==> src/rha_pkg.sv <==
// ----------------------------------------------------------------------------
// rha_pkg
// Shared types, codes and hash helpers for the record hash accumulator.
// ----------------------------------------------------------------------------
package rha_pkg;

	localparam logic [63:0] HASH_BASIS  = 64'hCBF2_9CE4_8422_2325;
	localparam logic [63:0] HASH_GOLDEN = 64'h9E37_79B9_7F4A_7C15;

	localparam int unsigned QUEUE_DEPTH_DEF = 2;

	localparam int unsigned NUM_WORDS = 5;
	localparam int unsigned COUNT_W   = 31;
	localparam int unsigned INDEX_W   = 31;
	localparam int unsigned TIME_W    = 63;
	localparam int unsigned STEP_W    = 3;

	// Opcodes of the input channel
	localparam logic [1:0] OP_RECORD = 2'd0;
	localparam logic [1:0] OP_ACTIVE = 2'd1;
	localparam logic [1:0] OP_FINAL  = 2'd2;

	// Fold steps per queued request kind
	localparam logic [STEP_W-1:0] RECORD_LAST = 3'd4;
	localparam logic [STEP_W-1:0] FINAL_LAST  = 3'd2;

	typedef enum logic [1:0] {
		KIND_RECORD,
		KIND_ACTIVE,
		KIND_FINAL
	} kind_t;

	typedef struct packed {
		logic [1:0]         opcode;
		logic [63:0]        pos_x;
		logic [63:0]        pos_y;
		logic [63:0]        pos_z;
		logic [7:0]         particle_type;
		logic [63:0]        mass_bits;
		logic [63:0]        radius_bits;
		logic [INDEX_W-1:0] active_index;
		logic [TIME_W-1:0]  current_time;
	} in_item_t;

	typedef struct packed {
		logic [63:0]        hash_positions;
		logic [63:0]        hash_radius;
		logic [63:0]        hash_active;
		logic [63:0]        hash_total;
		logic [COUNT_W-1:0] records_seen;
	} out_item_t;

	// Classified request as held in the queue; aux carries the index or the time
	typedef struct packed {
		kind_t                        kind;
		logic [NUM_WORDS-1:0][63:0]   words;
		logic [63:0]                  radius;
		logic [63:0]                  aux;
	} entry_t;

	function automatic logic [63:0] fold(input logic [63:0] h, input logic [63:0] v);
		return h ^ (v + HASH_GOLDEN + (h << 6) + (h >> 2));
	endfunction

	// Exact double encoding of an unsigned 8-bit integer
	function automatic logic [63:0] type_to_double(input logic [7:0] n);
		logic [2:0]  e;
		logic [63:0] sh;
		logic [10:0] ex;
		e = 3'd0;
		for (int i = 1; i < 8; i++) begin
			if (n[i]) begin
				e = 3'(i);
			end
		end
		sh = {56'b0, n} << (7'd52 - {4'b0, e});
		ex = 11'd1023 + {8'b0, e};
		if (n == 8'd0) begin
			return 64'd0;
		end
		return {1'b0, ex, sh[51:0]};
	endfunction

endpackage

==> src/rha_if.sv <==
// ----------------------------------------------------------------------------
// rha_if
// Valid/ready channels of the record hash accumulator.
// ----------------------------------------------------------------------------
interface rha_in_if;
	import rha_pkg::*;

	logic     valid;
	logic     ready;
	in_item_t data;

	modport source (output valid, output data, input ready);
	modport sink   (input valid, input data, output ready);
endinterface

interface rha_out_if;
	import rha_pkg::*;

	logic      valid;
	logic      ready;
	out_item_t data;

	modport source (output valid, output data, input ready);
	modport sink   (input valid, input data, output ready);
endinterface

==> src/rha_front.sv <==
// ----------------------------------------------------------------------------
// rha_front
// Accepts requests, classifies them, converts the type and queues them.
// ----------------------------------------------------------------------------
module rha_front #(
	parameter int unsigned QUEUE_DEPTH = rha_pkg::QUEUE_DEPTH_DEF
) (
	input  logic            clk,
	input  logic            arst_n,
	rha_in_if.sink          records,
	output logic            q_valid,
	output rha_pkg::entry_t q_entry,
	input  logic            q_pop
);
	import rha_pkg::*;

	localparam int unsigned PTR_W = (QUEUE_DEPTH > 1) ? $clog2(QUEUE_DEPTH) : 1;
	localparam int unsigned CNT_W = $clog2(QUEUE_DEPTH + 1);

	entry_t            mem_q [QUEUE_DEPTH];
	logic [PTR_W-1:0]  wr_ptr_q;
	logic [PTR_W-1:0]  rd_ptr_q;
	logic [CNT_W-1:0]  fill_q;

	logic   accept;
	logic   keep;
	logic   push;
	entry_t entry;

	assign records.ready = (fill_q != CNT_W'(QUEUE_DEPTH));
	assign accept        = records.valid && records.ready;
	assign push          = accept && keep;

	always_comb begin
		keep          = 1'b1;
		entry.kind    = KIND_RECORD;
		entry.words[0] = records.data.pos_x;
		entry.words[1] = records.data.pos_y;
		entry.words[2] = records.data.pos_z;
		entry.words[3] = type_to_double(records.data.particle_type);
		entry.words[4] = records.data.mass_bits;
		entry.radius  = records.data.radius_bits;
		entry.aux     = '0;
		case (records.data.opcode)
			OP_RECORD: begin
				entry.kind = KIND_RECORD;
			end
			OP_ACTIVE: begin
				entry.kind = KIND_ACTIVE;
				entry.aux  = {{(64 - INDEX_W){1'b0}}, records.data.active_index};
			end
			OP_FINAL: begin
				entry.kind = KIND_FINAL;
				entry.aux  = {{(64 - TIME_W){1'b0}}, records.data.current_time};
			end
			default: begin
				// unused opcode: take the request and drop it
				keep = 1'b0;
			end
		endcase
	end

	always_ff @(posedge clk) begin
		if (push) begin
			mem_q[wr_ptr_q] <= entry;
		end
	end

	always_ff @(posedge clk or negedge arst_n) begin
		if (!arst_n) begin
			wr_ptr_q <= '0;
			rd_ptr_q <= '0;
			fill_q   <= '0;
		end else begin
			if (push) begin
				wr_ptr_q <= (wr_ptr_q == PTR_W'(QUEUE_DEPTH - 1)) ? '0 : wr_ptr_q + 1'b1;
			end
			if (q_pop) begin
				rd_ptr_q <= (rd_ptr_q == PTR_W'(QUEUE_DEPTH - 1)) ? '0 : rd_ptr_q + 1'b1;
			end
			if (push && !q_pop) begin
				fill_q <= fill_q + 1'b1;
			end else if (!push && q_pop) begin
				fill_q <= fill_q - 1'b1;
			end
		end
	end

	assign q_valid = (fill_q != '0);
	assign q_entry = mem_q[rd_ptr_q];

endmodule

==> src/rha_back.sv <==
// ----------------------------------------------------------------------------
// rha_back
// Folds queued requests into the accumulators, one position fold a cycle
// unless a finalize waits on a busy output register, which holds its result.
// ----------------------------------------------------------------------------
module rha_back (
	input  logic            clk,
	input  logic            arst_n,
	input  logic            q_valid,
	input  rha_pkg::entry_t q_entry,
	output logic            q_pop,
	rha_out_if.source       hashes
);
	import rha_pkg::*;

	logic [63:0]        acc_pos_q;
	logic [63:0]        acc_rad_q;
	logic [63:0]        acc_act_q;
	logic [COUNT_W-1:0] count_q;
	logic [STEP_W-1:0]  step_q;
	logic [63:0]        tmp_q;
	logic               out_valid_q;
	out_item_t          out_q;

	logic        out_free;
	logic        last;
	logic        advance;
	logic [63:0] h_in;
	logic [63:0] v_in;
	logic [63:0] folded;
	logic [63:0] tail;

	assign out_free = !out_valid_q || hashes.ready;
	assign tail     = {1'b0, count_q, 32'b0} ^ q_entry.aux;

	always_comb begin
		last = 1'b1;
		h_in = acc_pos_q;
		v_in = q_entry.words[step_q];
		case (q_entry.kind)
			KIND_RECORD: begin
				last = (step_q == RECORD_LAST);
			end
			KIND_ACTIVE: begin
				last = 1'b1;
			end
			KIND_FINAL: begin
				last = (step_q == FINAL_LAST);
				if (step_q != '0) begin
					h_in = tmp_q;
				end
				case (step_q)
					3'd0:    v_in = acc_rad_q;
					3'd1:    v_in = acc_act_q;
					default: v_in = tail;
				endcase
			end
			default: begin
				last = 1'b1;
			end
		endcase
	end

	assign folded = fold(h_in, v_in);
	// stall only the final fold of a finalize when the result slot is busy
	assign advance = q_valid && !(q_entry.kind == KIND_FINAL && last && !out_free);
	assign q_pop   = advance && last;

	always_ff @(posedge clk or negedge arst_n) begin
		if (!arst_n) begin
			acc_pos_q   <= HASH_BASIS;
			acc_rad_q   <= HASH_BASIS;
			acc_act_q   <= HASH_BASIS;
			count_q     <= '0;
			step_q      <= '0;
			out_valid_q <= 1'b0;
		end else begin
			if (advance && q_entry.kind == KIND_FINAL && last) begin
				out_valid_q <= 1'b1;
			end else if (hashes.ready) begin
				out_valid_q <= 1'b0;
			end
			if (advance) begin
				step_q <= last ? '0 : step_q + 1'b1;
				case (q_entry.kind)
					KIND_RECORD: begin
						acc_pos_q <= folded;
						if (step_q == '0) begin
							acc_rad_q <= fold(acc_rad_q, q_entry.radius);
							count_q   <= count_q + 1'b1;
						end
					end
					KIND_ACTIVE: begin
						acc_act_q <= fold(acc_act_q, q_entry.aux);
					end
					KIND_FINAL: begin
						if (last) begin
							acc_pos_q <= HASH_BASIS;
							acc_rad_q <= HASH_BASIS;
							acc_act_q <= HASH_BASIS;
							count_q   <= '0;
						end
					end
					default: begin
					end
				endcase
			end
		end
	end

	always_ff @(posedge clk) begin
		if (advance && q_entry.kind == KIND_FINAL) begin
			tmp_q <= folded;
			if (last) begin
				out_q.hash_positions <= acc_pos_q;
				out_q.hash_radius    <= acc_rad_q;
				out_q.hash_active    <= acc_act_q;
				out_q.hash_total     <= folded;
				out_q.records_seen   <= count_q;
			end
		end
	end

	assign hashes.valid = out_valid_q;
	assign hashes.data  = out_q;

endmodule

==> src/record_hash_accumulator.sv <==
// ----------------------------------------------------------------------------
// record_hash_accumulator
// Folds particle records and active indexes into three 64-bit hashes.
// ----------------------------------------------------------------------------
// Input channel "records" takes one request per cycle while the queue has
// room: a particle record, an active index, or a finalize. An unused opcode
// is taken and dropped. Output channel "hashes" carries one result per
// finalize: the three hashes, the combined hash and the record count.
//
// The front queue (QUEUE_DEPTH entries) lets requests keep arriving while
// the back end works. The back end has one position fold unit, so a record
// occupies it for a fold of each of its words and a finalize for folds of
// the radius hash, the active hash and the tail.
//
// Reset sets all hashes to the FNV offset basis and the count to zero; the
// queue and the output register empty. When the receiver stalls, the result
// holds in the output register; a following finalize waits at its last
// fold, and the queue then fills and drops ready.
// ----------------------------------------------------------------------------
module record_hash_accumulator #(
	parameter int unsigned QUEUE_DEPTH = rha_pkg::QUEUE_DEPTH_DEF
) (
	input  logic       clk,
	input  logic       arst_n,
	rha_in_if.sink     records,
	rha_out_if.source  hashes
);
	import rha_pkg::*;

	logic   q_valid;
	entry_t q_entry;
	logic   q_pop;

	rha_front #(
		.QUEUE_DEPTH (QUEUE_DEPTH)
	) u_front (
		.clk     (clk),
		.arst_n  (arst_n),
		.records (records),
		.q_valid (q_valid),
		.q_entry (q_entry),
		.q_pop   (q_pop)
	);

	rha_back u_back (
		.clk     (clk),
		.arst_n  (arst_n),
		.q_valid (q_valid),
		.q_entry (q_entry),
		.q_pop   (q_pop),
		.hashes  (hashes)
	);

endmodule

==> src/flat_wrapper.sv <==
// flat-port wrapper written by rule: the top's interface ports become plain ports
module record_hash_accumulator_flat import rha_pkg::*;
#(
	parameter int unsigned QUEUE_DEPTH = rha_pkg::QUEUE_DEPTH_DEF
)
  (clk, arst_n, records_valid, records_data, records_ready, hashes_valid, hashes_data, hashes_ready);
  rha_in_if records_i ();
  rha_out_if hashes_i ();
  input  logic clk;
  input  logic arst_n;
  input wire logic [$bits(records_i.valid)-1:0] records_valid;
  input wire logic [$bits(records_i.data)-1:0] records_data;
  output wire logic [$bits(records_i.ready)-1:0] records_ready;
  output wire logic [$bits(hashes_i.valid)-1:0] hashes_valid;
  output wire logic [$bits(hashes_i.data)-1:0] hashes_data;
  input wire logic [$bits(hashes_i.ready)-1:0] hashes_ready;
  assign records_i.valid = records_valid;
  assign records_i.data = records_data;
  assign records_ready = records_i.ready;
  assign hashes_valid = hashes_i.valid;
  assign hashes_data = hashes_i.data;
  assign hashes_i.ready = hashes_ready;
  record_hash_accumulator #(.QUEUE_DEPTH(QUEUE_DEPTH)) u_core (.clk(clk), .arst_n(arst_n), .records(records_i), .hashes(hashes_i));
endmodule
==> config.mk <==
export PLATFORM = sky130hd
export DESIGN_NAME = record_hash_accumulator_flat
export DESIGN_NICKNAME = d
export VERILOG_FILES = /design/src/rha_pkg.sv /design/src/rha_if.sv /design/src/rha_front.sv /design/src/rha_back.sv /design/src/record_hash_accumulator.sv /design/src/flat_wrapper.sv
export SDC_FILE = /design/constraint.sdc
export NUM_CORES = 2
export LEC_CHECK = 0
export BUFFER_PORTS_ARGS = -buffer_cell sky130_fd_sc_hd__buf_2
export CAP_MARGIN = 20
export CORE_MARGIN = 2
export CORE_UTILIZATION = 45
export CTS_BUF_LIST = sky130_fd_sc_hd__clkbuf_2 sky130_fd_sc_hd__clkbuf_4 sky130_fd_sc_hd__clkbuf_8
export DETAILED_ROUTE_END_ITERATION = 8
export GPL_ROUTABILITY_DRIVEN = 0
export SETUP_SLACK_MARGIN = 0.02
export SLEW_MARGIN = 20
export SYNTH_ARGS = -nofsm -noshare
export SYNTH_HDL_FRONTEND = slang
export SYNTH_SLANG_ARGS = --single-unit
==> constraint.sdc <==
create_clock -name clk -period 41.2 [get_ports clk]
set_clock_uncertainty 0.1 [all_clocks]
set_input_delay 6.18 -clock clk [delete_from_list [all_inputs] [get_ports clk]]
set_output_delay 6.18 -clock clk [all_outputs]
set_load 0.01 [all_outputs]
==> impl_metrics.csv <==
group,metric,value,unit
min_path,min-delay-start,"u_core.u_back.acc_pos_q[30]$_DFFE_PN0P_",
critical_path,worst-endpoint-required,41.67,ns
critical_path,crit_type,"in -> reg",
route,drc_errors,0,
clocking,worstSkewPairLatency,1.00,ns
run,max_cap_violations,0,
place,numPortBuffers,716,
route,ant_nets,0,
synth,synth_ff_type,"edfxtp_1",
route,drt_pass1_iterations,6,
layout,multi_input_area,29900,um^2
global_route,use_met2,42.8,%
synth,yosysWarnings,0,
critical_path,critical_path.startpoint,"hashes_ready",
floorplan,rows,148,
clocking,cts_root_buf,"clkbuf_8",
synth,synthArstFlopShare,16.5,%
synth,syn_area,73600,um^2
route,num_vias,50800,
layout,regArea,41100,um^2
clocking,cts_resized,0,
synth,synth_edf_count,1173,
global_route,antenna_found_initial,64,
global_route,busiest_layer,"met2",
synth,postSynthCellCount,5677,
global_route,grt_pass1_vias,50600,
sta,grt_setup_unrepaired,"false",
synth,syn_nets,6678,
route,wirelength,236000,um
global_route,grt_use_met3,6.20,%
sta,tightest_slew,1.37,ns
sta,fin_crit_sh,22.6,%
layout,drive_gt1_share,23.8,%
global_route,grtUsageMet1,38.3,%
floorplan,design.die.area,167000,um^2
layout,fill_cells,14400,
synth,ys_seq_area_share,55.8,%
clocking,cts_sinks,1404,
min_path,hold_path.class,"reg -> reg",
critical_path,critPathSlowestCell,"buf_4",
floorplan,die_h,408,um
route,wl_per_cell,26.7,um
clocking,htree_levels,4,
global_route,grt_max_degree,186,
clocking,postCtsHoldBufs,0,
synth,ys_seq_elements,1404,
place,place_hpwl,176000,um
route,avgViaCountPerCell,5.75,
global_route,overflow,0,
floorplan,initial_core_util,45.3,%
clocking,postCtsSetupBuffers,0,
sta,finalCriticalPeriod,9.30,ns
critical_path,crit_fanout,131,
floorplan,die-width,408,um
floorplan,core,163000,um^2
global_route,grt_pass1_wl,341000,um
sta,max_freq,108,MHz
synth,ys_types,105,
sta,report.final.slew_viol_count,0,
clocking,cts_tree,"done",
clocking,cts_buffers,231,
sta,finalSetupViolCount,0,
critical_path,crit_arrival,9.77,ns
sta,hold_viol,0,
layout,area_growth_syn_to_layout,15.0,%
sta,worst_hold_slack,0.389,ns
sta,setup_tns,0,ns
critical_path,crit_top_cell,"buf_4",
layout,final_net_count,7436,
critical_path,cp-start-kind,"input port",
critical_path,reg2reg_from,"u_core.u_front.rd_ptr_q$_DFFE_PN0P_",
route,drtIter0Drc,4598,
run_status,status,"finished, final reports clean",
critical_path,max_stage_delay,0.73,ns
global_route,track_usage,27.9,%
clocking,clk_pin_slew,0.07,ns
sta,slew_headroom,7.74,%
clocking,cts_max_path_buffers,3,
floorplan,io_pins,717,
critical_path,crit_chain,"buf_2 -> nand2b_1 -> nor3_1 -> nor2_1 -> and2_2 -> nand2_2 -> inv_8 -> buf_4 -> buf_4",
critical_path,cp-end-kind,"register",
synth,avgSynthCellArea,13.0,um^2
synthesized netlist by cell type, types with 79 or more instances:
cell      count  share of area, %
edfxtp_1   1173                48
inv_1       440               2.2
ha_1        402               6.8
a21oi_1     327               2.2
o21ai_0     253               1.7
nor2_1      247               1.3
nand2_1     246               1.3
xnor2_1     216               2.6
clkbuf_1    194              0.99
fa_1        171               4.7
dfrtp_1     147               5.0
mux2_2      147               2.2
a22oi_1     120               1.2
a21o_1      115               1.2
nand3_1     110              0.75
mux2i_1     109               1.5
mux4_2       88               2.7
xor2_1       87               1.0
dfstp_2      84               3.0
or3_1        79              0.67
registers in the layout, indices dropped and copies added, names as in the netlist, 2 cells and up:
| register | flops |
|---|---|
| u_core.u_front.mem_q | 822 |
| u_core.u_back.hashes.data | 287 |
| u_core.u_back.acc_act_q | 64 |
| u_core.u_back.acc_pos_q | 64 |
| u_core.u_back.acc_rad_q | 64 |
| u_core.u_back.tmp_q | 64 |
| u_core.u_back.count_q | 31 |
| u_core.u_back.step_q | 3 |
| u_core.u_front.fill_q | 2 |
cell usage in the layout (no fill, tap or decap), types with 62 or more instances in the layout:
cell,netlist,final
xnor2_1,216,215
inv_1,440,440
nor2_1,247,243
edfxtp_1,1173,1173
xor2_1,87,87
buf_2,38,715
nand2_1,246,244
a221oi_1,65,65
a22oi_1,120,120
mux2_2,147,147
dfstp_2,84,84
or3_1,79,78
dfrtp_1,147,145
clkbuf_8,0,247
clkbuf_4,0,72
fa_1,171,171
mux2i_1,109,109
a21o_1,115,115
mux4_2,88,88
ha_1,402,400
a21oi_1,327,326
nand3_1,110,109
buf_4,3,62
o21ai_0,253,249
cell type report:
type                            count  share of cell area [%]
Sequential cell                  1404                    48.6
Clock inverter                    121                    1.25
Inverter                          443                    1.97
Clock buffer                      319                    4.66
Multi-Input combinational cell   3571                    35.3
Tap cell                         2175                    3.22
Antenna cell                       17                  0.0503
Timing Repair Buffer              784                    4.96
metrics by stage:
stage               cells  setup slack (ns)  cell area, um^2  util, %
detailed placement   8375             30.80            79500     48.9
global route         8822             31.55            84600     52.0
finish               8834             31.90            84600     52.1
CTS                  8815             31.85            84500     52.0
global placement     8375             30.88            79500     48.9
floorplan            5677             16.34            73600        -
path summary, 6_finish.rpt:
| kind | to | cells after the start | slack [ns] |
|---|---|---|---|
| max | u_core.u_back.hashes.data[250]$_DFFE_PP_ | 9 | 31.90 |
| min | u_core.u_back.hashes.data[253]$_DFFE_PP_ | 0 | 0.39 |
| max reg2reg | u_core.u_back.acc_pos_q[56]$_DFFE_PN1P_ | 18 | 32.89 |
| min reg2reg | u_core.u_back.hashes.data[253]$_DFFE_PP_ | 0 | 0.39 |
| max in group asynchronous | u_core.u_front.rd_ptr_q$_DFFE_PN0P_ | 2 | 34.59 |
| min in group asynchronous | u_core.u_back.acc_pos_q[36]$_DFFE_PN0P_ | 1 | 5.07 |
worst max-delay path, delay by kind of cell:
family                 cells  cell delay, ns
buffers and inverters      4            2.15
and+or+nand+nor            5            1.28
logic make-up after synthesis:
logic type	count (synthesis)	share of synthesized area, %
and+or+nand+nor	1029	7.00
buffers and inverters	702	3.68
AOI/OAI and AO/OA	1321	11.9
xor gates and xnor gates	303	3.61
muxes	345	6.44
DFF	1404	55.8
adders and majority gates	573	11.5
layer usage:
layer,share of wire [%],vias up
met2,45,2075
met5,0.18,-
met4,4.1,70
met3,8.4,414
li1,-,22800
met1,42,25500
Power is left out: the tool's default activity adds up to more than one toggle a clock period on the data nets, which glitch-free logic cannot reach.
